**config.mk**
```make
export PLATFORM = sky130hd
export DESIGN_NAME = arrt_seq
export DESIGN_NICKNAME = d
export VERILOG_FILES = /design/src/design/arrt_pkg.sv /design/src/design/arrt_seq.sv
export SDC_FILE = /design/constraint.sdc
export NUM_CORES = 1
export LEC_CHECK = 0
export BUFFER_PORTS_ARGS = -buffer_cell sky130_fd_sc_hd__buf_2
export CAP_MARGIN = 30
export CORE_UTILIZATION = 50
export CTS_CLUSTER_SIZE = 24
export DETAILED_ROUTE_END_ITERATION = 7
export MAX_ROUTING_LAYER = met4
export PLACE_DENSITY = 0.78
export SLEW_MARGIN = 40
export SYNTH_ARGS = -nofsm -noshare
export SYNTH_HDL_FRONTEND = slang
export SYNTH_SLANG_ARGS = --single-unit
```
**constraint.sdc**
```tcl
create_clock -name clk -period 12.7 [get_ports clk]
set_input_delay 0.635 -clock clk [delete_from_list [all_inputs] [get_ports clk]]
set_output_delay 0.635 -clock clk [all_outputs]
set_load 0.01 [all_outputs]
```
**src/design/arrt_pkg.sv**
```systemverilog
`default_nettype none
// ----------------------------------------------------------------------------
// Allocation range table package
// Shared codes, field widths and parameter defaults for the range table.
// ----------------------------------------------------------------------------
package arrt_pkg;

	localparam int DEF_MAX_ENTRIES = 1024;
	localparam int DEF_ADDR_BITS   = 48;

	localparam int FUNC_W   = 2;
	localparam int STATUS_W = 2;
	localparam int USED_W   = 11;

	typedef enum logic [FUNC_W-1:0] {
		FN_RECORD = 2'd0,
		FN_REMOVE = 2'd1,
		FN_LOOKUP = 2'd2,
		FN_NONE   = 2'd3
	} func_e_t;

	typedef enum logic [STATUS_W-1:0] {
		ST_OK        = 2'd0,
		ST_ZERO_BASE = 2'd1,
		ST_FULL      = 2'd2,
		ST_NOT_FOUND = 2'd3
	} status_e_t;

	// Completion handshake from the sequencer to the result register.
	typedef struct packed {
		logic      done;
		status_e_t status;
	} res_ctl_t;

endpackage
`default_nettype wire

```
**src/design/arrt_seq.sv**
```systemverilog
`default_nettype none
// ----------------------------------------------------------------------------
// Range table sequencer
// Holds the entry count, appends records, and scans the entry memory one
// slot a cycle for remove and lookup. A remove moves the last entry into
// the freed slot.
// ----------------------------------------------------------------------------
module arrt_seq #(
	parameter int MAX_ENTRIES = arrt_pkg::DEF_MAX_ENTRIES,
	parameter int ADDR_BITS   = arrt_pkg::DEF_ADDR_BITS,
	parameter int IDX_W       = $clog2(MAX_ENTRIES),
	parameter int CNT_W       = $clog2(MAX_ENTRIES + 1)
) (
	input  wire logic                        clk,
	input  wire logic                        arst_n,
	input  wire logic                        req_valid,
	output logic                             req_ready,
	input  wire logic [arrt_pkg::FUNC_W-1:0] func,
	input  wire logic [ADDR_BITS-1:0]        address,
	input  wire logic [ADDR_BITS-1:0]        region_size,
	output arrt_pkg::res_ctl_t               res_ctl,
	input  wire logic                        res_take,
	output logic      [ADDR_BITS-1:0]        hit_base,
	output logic      [ADDR_BITS-1:0]        hit_size,
	output logic      [CNT_W-1:0]            count,
	output logic                             wr_en,
	output logic      [IDX_W-1:0]            wr_idx,
	output logic      [2*ADDR_BITS-1:0]      wr_data,
	output logic                             rd_en,
	output logic      [IDX_W-1:0]            rd_idx,
	input  wire logic [2*ADDR_BITS-1:0]      rd_data
);

	typedef enum logic [4:0] {
		S_IDLE    = 5'b00001,
		S_SCAN    = 5'b00010,
		S_MOVE_RD = 5'b00100,
		S_MOVE_WR = 5'b01000,
		S_FINISH  = 5'b10000
	} state_t;

	localparam logic [CNT_W-1:0] MAX_CNT = CNT_W'(MAX_ENTRIES);

	state_t                        state_q;
	logic [CNT_W-1:0]              count_q;
	arrt_pkg::func_e_t             op_q;
	logic [ADDR_BITS-1:0]          key_q;
	logic [CNT_W-1:0]              issue_q;
	logic                          vld_s1;
	logic [CNT_W-1:0]              idx_s1;
	logic [IDX_W-1:0]              hit_idx_q;
	arrt_pkg::status_e_t           status_q;
	logic [ADDR_BITS-1:0]          hit_base_q;
	logic [ADDR_BITS-1:0]          hit_size_q;

	logic                          accept;
	logic                          full;
	logic                          rec_write;
	logic                          scan_issue;
	logic [CNT_W-1:0]              last_idx;
	logic [ADDR_BITS-1:0]          ent_base;
	logic [ADDR_BITS-1:0]          ent_size;
	logic [ADDR_BITS-1:0]          offset;
	logic                          entry_hit;
	logic                          scan_last;

	assign req_ready  = (state_q == S_IDLE);
	assign accept     = req_valid && req_ready;
	assign full       = (count_q >= MAX_CNT);
	assign rec_write  = accept && (arrt_pkg::func_e_t'(func) == arrt_pkg::FN_RECORD)
		&& (address != '0) && !full;
	assign last_idx   = count_q - CNT_W'(1);
	assign scan_issue = (state_q == S_SCAN) && (issue_q < count_q);

	assign rd_en   = scan_issue || (state_q == S_MOVE_RD);
	assign rd_idx  = (state_q == S_MOVE_RD) ? last_idx[IDX_W-1:0] : issue_q[IDX_W-1:0];
	assign wr_en   = rec_write || (state_q == S_MOVE_WR);
	assign wr_idx  = (state_q == S_MOVE_WR) ? hit_idx_q : count_q[IDX_W-1:0];
	assign wr_data = (state_q == S_MOVE_WR) ? rd_data : {address, region_size};

	assign ent_base  = rd_data[2*ADDR_BITS-1:ADDR_BITS];
	assign ent_size  = rd_data[ADDR_BITS-1:0];
	// The end of a range is never formed, so it cannot wrap.
	assign offset    = key_q - ent_base;
	assign entry_hit = (op_q == arrt_pkg::FN_LOOKUP)
		? ((key_q >= ent_base) && (offset < ent_size))
		: (key_q == ent_base);
	assign scan_last = (idx_s1 == last_idx);

	always_ff @(posedge clk or negedge arst_n) begin
		if (!arst_n) begin
			state_q    <= S_IDLE;
			count_q    <= '0;
			op_q       <= arrt_pkg::FN_NONE;
			key_q      <= '0;
			issue_q    <= '0;
			vld_s1     <= 1'b0;
			idx_s1     <= '0;
			hit_idx_q  <= '0;
			status_q   <= arrt_pkg::ST_OK;
			hit_base_q <= '0;
			hit_size_q <= '0;
		end else begin
			case (state_q)
				S_IDLE: begin
					if (accept) begin
						op_q       <= arrt_pkg::func_e_t'(func);
						key_q      <= address;
						hit_base_q <= '0;
						hit_size_q <= '0;
						issue_q    <= '0;
						vld_s1     <= 1'b0;
						state_q    <= S_FINISH;
						case (arrt_pkg::func_e_t'(func))
							arrt_pkg::FN_RECORD: begin
								if (address == '0) begin
									status_q <= arrt_pkg::ST_ZERO_BASE;
								end else if (full) begin
									status_q <= arrt_pkg::ST_FULL;
								end else begin
									status_q <= arrt_pkg::ST_OK;
									count_q  <= count_q + CNT_W'(1);
								end
							end
							arrt_pkg::FN_REMOVE, arrt_pkg::FN_LOOKUP: begin
								status_q <= arrt_pkg::ST_NOT_FOUND;
								if (count_q != '0) begin
									state_q <= S_SCAN;
								end
							end
							default: begin
								status_q <= arrt_pkg::ST_OK;
							end
						endcase
					end
				end
				S_SCAN: begin
					// Reads are issued ahead; a hit stops the scan and the
					// extra reads in flight are dropped.
					vld_s1 <= scan_issue;
					idx_s1 <= issue_q;
					if (scan_issue) begin
						issue_q <= issue_q + CNT_W'(1);
					end
					if (vld_s1) begin
						if (entry_hit) begin
							if (op_q == arrt_pkg::FN_LOOKUP) begin
								status_q   <= arrt_pkg::ST_OK;
								hit_base_q <= ent_base;
								hit_size_q <= ent_size;
								state_q    <= S_FINISH;
							end else begin
								hit_idx_q <= idx_s1[IDX_W-1:0];
								state_q   <= S_MOVE_RD;
							end
						end else if (scan_last) begin
							status_q <= arrt_pkg::ST_NOT_FOUND;
							state_q  <= S_FINISH;
						end
					end
				end
				S_MOVE_RD: begin
					state_q <= S_MOVE_WR;
				end
				S_MOVE_WR: begin
					count_q  <= last_idx;
					status_q <= arrt_pkg::ST_OK;
					state_q  <= S_FINISH;
				end
				S_FINISH: begin
					if (res_take) begin
						state_q <= S_IDLE;
					end
				end
				default: begin
					state_q <= S_IDLE;
				end
			endcase
		end
	end

	assign res_ctl.done   = (state_q == S_FINISH);
	assign res_ctl.status = status_q;
	assign hit_base       = hit_base_q;
	assign hit_size       = hit_size_q;
	assign count          = count_q;

endmodule
`default_nettype wire

```
==> results.json, run 1 <==
{
  "period_minus_slack_ns": 6.43,
  "postRouteAntennaNets": 0,
  "clock_sinks": 197,
  "crit_family": "compound AO/OA/AOI/OAI gates",
  "viasPerCell": 5.82,
  "setup_viol": 0,
  "ys_types": 73,
  "power_density_nw_per_um2": 187,
  "die_h_um": 170,
  "max_stage_delay_ns": 0.72,
  "crit_fanout": 70,
  "ys_ff_latch": 197,
  "critPathRequiredTime_ns": 13.03,
  "hpwl_um": 35700,
  "drc": 0,
  "arrival_ns": 6.77,
  "drtIter0Drc": 1202,
  "setup.worst_path.end_class": "flip-flop",
  "rows": 61,
  "wire_per_inst_um": 19.1,
  "grt_usage": 0.335,
  "max_freq_mhz": 156,
  "clkTransAtPathRegs_ns": 0.08,
  "grt_pass1_wl_um": 73500,
  "clk_latency_ns": 0.46,
  "synth-warning-count": 0,
  "dpl_cell_area_um2": 16500,
  "htreeDepth": 4,
  "rsz0062_at_grt": "false",
  "syn-cell-area_um2": 14200,
  "worst-slew-pin-transition_ns": 0.849,
  "grt_pass1_vias": 13500,
  "drv_cap": 0,
  "ctsResizeCount": 0,
  "seq_area_frac_synth": 0.348,
  "drive_above_1_share": 0.246,
  "worst_clock_skew_ns": 0.0199,
  "power.leakage_nw": 9.17,
  "dieWidth_um": 170,
  "async_reset_ff_frac": 1.00,
  "via_count": 14500,
  "avgSynthCellArea_um2": 8.15,
  "crit_buf_inv": 5,
  "crit_slowest_cell": "buf_4",
  "cts_buffers": 17,
  "slew_headroom": 0.434,
  "firstDrtPassIters": 5,
  "syn_to_final_growth_pct": 20.9,
  "io_buffers": 426,
  "synth_flop_cell": "dfrtp_1",
  "synth_fp_nets": 2050,
  "cts_setup_buffers": 0,
  "wl_um": 47700,
  "gp_congestion": 0.961,
  "cp-start-kind": "flip-flop",
  "hold_ws_ns": 0.145,
  "vdd_drop_max_v": 0.0000951,
  "status": "complete, no violations",
  "grt_overflow": 0,
  "drv_slew": 0,
  "antenna_found_initial": 1,
  "ios": 427,
  "fp.dieArea_um2": 29000,
  "final_hold_viol_count": 0,
  "initial_utilization": 0.509,
  "clockBufferDepth": 2,
  "holdBufCountCts": 0,
  "cts_tree": "yes",
  "grt_max_degree": 128,
  "tns_ns": 0,
  "fin_area_um2": 17100,
  "synth_cells": 1741,
  "design.core.area_um2": 27900,
  "final_nets": 2408,
  "hold_class": "in -> async",
  "root_buffer": "clkbuf_16",
  "worstSetupPathType": "reg -> reg",
  "fin_crit_sh": 0.506,
  "synth-edff-count": 0
}
## metrics by stage
stage           util  worst slack, ns  power (W)  instances
2_1_floorplan      -             7.61    0.00213       1741
3_3_place_gp   0.592             6.09    0.00256       2458
3_5_place_dp   0.593             5.96    0.00262       2458
4_1_cts        0.615             6.31    0.00320       2490
5_1_grt        0.615             5.84    0.00346       2491
6_report       0.615             6.27    0.00321       2492
## cells by family after synthesis
logic type,after synthesis,synth area share
flops,197,0.348
compound gates,466,0.224
fa+ha+maj,111,0.0985
simple gates,646,0.205
xor+xnor,82,0.0506
buf+inv,226,0.0640
mux,13,0.0101
## per-layer routing
| layer | up-vias | part of all wire | wire length [um] | global-route usage |
|---|---|---|---|---|
| met3 | 105 | 0.059 | 2810 | 0.0407 |
| met2 | 655 | 0.47 | 22300 | 0.523 |
| met4 | 0 | 0.034 | 1600 | 0.136 |
| met1 | 6905 | 0.44 | 20900 | 0.443 |
| met5 | - | 0 | 0 | - |
| li1 | 6847 | - | - | - |
## cells in the mapped netlist, types with 6 or more instances
master       n  area [um^2]
clkbuf_1    71          267
xnor2_1     54          473
a21oi_1     79          395
nand3_1    116          581
nor3_1      15         75.1
xor2_1      28          245
buf_1        8         30.0
nor2b_1      8         50.1
mux2_2      10          113
nor4_1      19          119
o21bai_1     7         52.6
o21ai_1      7         35.0
a211oi_1    13         97.6
nand2b_1     8         50.1
and4_1       8         70.1
a21o_1      41          308
buf_2       14         70.1
o21ai_0    163          816
inv_1      126          473
ha_1       110         1380
o2bb2ai_1   77          674
and2_1       6         37.5
o2bb2ai_2   19          285
nand4_1     25          156
o21a_1       6         45.0
dfrtp_1    194         4850
nor2_1      50          188
and3_1      13         81.3
nand2_1    358         1340
a221oi_1     6         52.6
## cell usage in the layout, fill, tap and decap left out, types with 8 or more instances in the layout
master and n:
buf_2 425, nand2_1 357, dfrtp_1 194, o21ai_0 163, inv_1 126, nand3_1 116
ha_1 110, a21oi_1 79, o2bb2ai_1 77, xnor2_1 54, nor2_1 48, a21o_1 41
xor2_1 28, nand4_1 25, nor4_1 19, o2bb2ai_2 19, clkbuf_16 18, nor3_1 15
and3_1 13, a211oi_1 13, mux2_2 10, nor2b_1 8, and4_1 8, buf_4 8
## cell type report
| cell class | instances | area, um^2 |
|---|---|---|
| clock inverter | 14 | 178 |
| clock buffer | 18 | 439 |
| antenna | 2 | 5.00 |
| inverter | 127 | 477 |
| fill | 2450 | 10700 |
| multi-input combinational | 1318 | 8380 |
| tap | 378 | 473 |
| sequential | 197 | 4930 |
| timing repair buffer | 438 | 2260 |
## worst reg2reg max path, stage by stage (launching register included)
cell and delay (ns):
dfrtp_1 0.37, inv_1 0.08, ha_1 0.17, inv_1 0.05, fa_1 0.40, a21o_1 0.17, a21oi_1 0.29, o21a_1 0.25
o41ai_1 0.10, buf_4 0.16, a2bb2oi_1 0.42, a221oi_1 0.21, and2_1 0.20, a21oi_1 0.18, xnor2_1 0.09, ha_1 0.30
nand3_1 0.13, or3_1 0.38, or2_0 0.23, o221ai_1 0.16, a21oi_1 0.06, o21a_1 0.18, a21oi_4 0.15, buf_4 0.41
buf_4 0.73, nor2b_1 0.36, o21ai_0 0.11
## worst paths after layout
path	startpoint	end	slack [ns]	cells past startpoint
setup reg to reg	key_q[0]	state_q[4]	6.27	26
min in group clk	address[7]	key_q[7]	0.41	3
setup / recovery	key_q[0]	state_q[4]	6.27	26
hold reg to reg	key_q[43]	key_q[43]	0.49	2
hold / removal	arst_n	hit_size[23]	0.14	1
max in group asynchronous	arst_n	key_q[42]	11.45	2
## where the power goes
group	total [W]	internal [W]	switching [W]
sequential	0.000876	0.000776	0.000100
combinational	0.00176	0.000687	0.00108
clock	0.000573	0.000274	0.000299
## flip-flops by register name (all words and copies together) (netlist names)
signal and flops:
state_q 5, hit_base 48, hit_idx_q 10, op_q 2
status_q 2, key_q 48, count 11, issue_q 11
idx_s1 11, hit_size 48, vld_s1 1
Note: power is estimated with default switching activity, not from simulation.
==> inputs of run 2 (changes only) <==
--- a/config.mk
+++ b/config.mk
@@ -5,13 +5,14 @@
 export SDC_FILE = /design/constraint.sdc
 export NUM_CORES = 1
 export LEC_CHECK = 0
+export ABC_AREA = 1
 export BUFFER_PORTS_ARGS = -buffer_cell sky130_fd_sc_hd__buf_2
 export CAP_MARGIN = 30
-export CORE_UTILIZATION = 50
+export CORE_UTILIZATION = 49
 export CTS_CLUSTER_SIZE = 24
 export DETAILED_ROUTE_END_ITERATION = 7
 export MAX_ROUTING_LAYER = met4
-export PLACE_DENSITY = 0.78
+export PLACE_DENSITY = 0.79
 export SLEW_MARGIN = 40
 export SYNTH_ARGS = -nofsm -noshare
 export SYNTH_HDL_FRONTEND = slang
==> constraint.sdc (replaced) <==
create_clock -name clk -period 5.4 [get_ports clk]
set_input_delay 0.27 -clock clk [delete_from_list [all_inputs] [get_ports clk]]
set_output_delay 0.27 -clock clk [all_outputs]
set_load 0.01 [all_outputs]
==> results.json, run 2 <==
{
  "hp-start": "rd_data[10]",
  "drc": 0,
  "hold_class": "in -> reg",
  "worstReg2RegEnd": "hit_base[30]",
  "hpwl_um": 37500,
  "via_count": 15600,
  "wire_per_inst_um": 16.4,
  "final_nets": 2824,
  "syn_to_final_growth_pct": 19.8,
  "synth_top_area_cell": "dfrtp_1",
  "fin_area_um2": 18000,
  "clock_sinks": 197,
  "worst-slew-pin-transition_ns": 1.01,
  "synth-warning-count": 0,
  "drv_slew": 0,
  "final_hold_viol_count": 0,
  "grt_usage": 0.309,
  "htreeDepth": 4,
  "power.leakage_nw": 9.81,
  "critPathRequiredTime_ns": 5.73,
  "cp-start-kind": "flip-flop",
  "synth_fp_nets": 2437,
  "root_buffer": "clkbuf_16",
  "rows": 63,
  "multi_input_area_um2": 8640,
  "dpl_cell_area_um2": 17400,
  "design.core.area_um2": 30000,
  "synth-edff-count": 0,
  "synth.most_common_cell": "nand2_1",
  "synth_flop_cell": "dfrtp_1",
  "ys_types": 48,
  "clkTransAtPathRegs_ns": 0.08,
  "power_density_nw_per_um2": 484,
  "synth_cells": 2128,
  "clockBufferDepth": 2,
  "rsz0062_at_grt": "false",
  "pre_cts_slack_ns": 0.395,
  "yosysTopAreaCellShare": 0.322,
  "hold_ws_ns": 0.0726,
  "grt_max_degree": 127,
  "wl_um": 48000,
  "async_reset_ff_frac": 1.00,
  "seq_area_frac_synth": 0.327,
  "r2r_cells": 24,
  "fin_crit_sh": 0.952,
  "rr_startpoint": "key_q[2]",
  "finalWorstSetupSlack_ns": 0.259,
  "status": "complete, no violations",
  "grt_overflow": 0,
  "dieWidth_um": 177,
  "die_h_um": 177,
  "io_buffers": 426,
  "max_freq_mhz": 195,
  "setup_viol": 0,
  "clk_latency_ns": 0.45,
  "vdd_drop_max_v": 0.000242,
  "postRouteAntennaNets": 0,
  "drtIter0Drc": 1077,
  "antenna_found_initial": 0,
  "synth_area_leaders": "dfrtp_1 (32%), nand2_1 (16%), ha_1 (9.1%)",
  "ys_ff_latch": 197,
  "drv_cap": 0,
  "fp.dieArea_um2": 31500,
  "grt_pass1_vias": 14600,
  "ctsResizeCount": 0,
  "period_minus_slack_ns": 5.14,
  "cts_tree": "yes",
  "cts_setup_buffers": 0,
  "ios": 427,
  "worstSetupPathType": "reg -> reg",
  "layout_commonest_cell": "nand2_1",
  "hold_depth": 3,
  "arrival_ns": 5.48,
  "slew_headroom": 0.323,
  "synthTopCellsByCount": "nand2_1 (648), inv_1 (281), o21ai_0 (234)",
  "crit_fanout": 45,
  "initial_utilization": 0.503,
  "syn-cell-area_um2": 15100,
  "gp_congestion": 0.971,
  "viasPerCell": 5.35,
  "firstDrtPassIters": 6,
  "min_to": "hit_size[10]",
  "drive_above_1_share": 0.244,
  "avgSynthCellArea_um2": 7.08,
  "worst_clock_skew_ns": 0.0159,
  "regArea_um2": 4930,
  "setup.worst_path.end_class": "flip-flop",
  "layout.cells.most_common_list": "nand2_1 (648), buf_2 (425), inv_1 (279)",
  "fillers": 2822,
  "tns_ns": 0,
  "n_antenna_cell": 0,
  "grt_pass1_wl_um": 74300,
  "rrSetupSlack_ns": 0.26,
  "cts_buffers": 17,
  "final_util": 0.603
}
-- run 2: kinds of logic (layout without fill, tap and decap cells) --
family / after synthesis / after routing / synth area share
AO/OA/AOI/OAI: 480 / 480 / 0.188
adder cells (fa/ha/maj): 111 / 111 / 0.0927
flip-flops: 197 / 197 / 0.327
AND/OR/NAND/NOR: 912 / 913 / 0.251
buffers and inverters: 365 / 764 / 0.101
XOR/XNOR: 59 / 59 / 0.0361
multiplexers: 4 / 4 / 0.00299
-- run 2: cell type report --
| cell class | instances | area share |
|---|---|---|
| clock inverter | 13 | 0.00894 |
| timing repair buffer | 443 | 0.128 |
| clock buffer | 19 | 0.0240 |
| inverter | 289 | 0.0603 |
| multi-input combinational | 1567 | 0.479 |
| sequential | 197 | 0.273 |
| tap | 390 | 0.0270 |
-- run 2: what timing repair did --
action                                 in CTS  in global routing
endpoints found under the hold margin      81                  0
hold buffers                                1                  0
setup endpoints to repair                   0                 67
-- run 2: worst max-delay path, stage by stage (launching register included) --
cell	delay (ns)
dfrtp_1	0.39
ha_1	0.39
nand2_1	0.12
o21ai_2	0.28
a21oi_1	0.18
o21ai_1	0.32
a21oi_1	0.19
o21ai_1	0.57
nand2_1	0.11
nand2_1	0.11
xor2_1	0.19
ha_1	0.28
nand2_1	0.06
a21oi_1	0.06
nor2_1	0.14
a21oi_1	0.09
nor2_1	0.16
nand2_1	0.08
nor2_1	0.24
nand3_2	0.14
nand2_2	0.20
nand2_8	0.22
buf_12	0.30
nand2_1	0.11
o21ai_2	0.06
-- run 2: worst max path at each step --
stage / depth (start not counted) / from / to / slack [ns]
2_1_floorplan: 31 / key_q[0] / hit_base[43] / 1.67
3_3_place_gp: 26 / rd_data[50] / hit_size[1] / 0.47
3_5_place_dp: 27 / key_q[0] / hit_base[30] / 0.39
4_1_cts: 24 / key_q[2] / hit_base[30] / 0.36
5_1_grt: 23 / key_q[2] / hit_size[37] / 0.003
6_report: 24 / key_q[2] / hit_base[30] / 0.26
-- run 2: power by group --
group | internal (W) | leakage [nW] | total, W | switching [W]
Sequential | 0.00199 | 2.63 | 0.00230 | 0.000310
Clock | 0.000664 | 0.286 | 0.00133 | 0.000665
Combinational | 0.00180 | 6.89 | 0.00510 | 0.00330
-- run 2: per-layer routing --
layer | part of all wire | up-vias | track usage
met5 | 0 | - | -
met4 | 0.032 | 0 | 0.120
met3 | 0.061 | 101 | 0.0439
met2 | 0.48 | 649 | 0.504
met1 | 0.43 | 7231 | 0.387
li1 | - | 7636 | -
-- run 2: metrics by stage --
| step | total power, W | instances |
|---|---|---|
| 2_1_floorplan | 0.00596 | 2128 |
| 3_3_place_gp | 0.00717 | 2883 |
| 3_5_place_dp | 0.00731 | 2884 |
| 4_1_cts | 0.00867 | 2917 |
| 5_1_grt | 0.00946 | 2918 |
| 6_report | 0.00873 | 2918 |
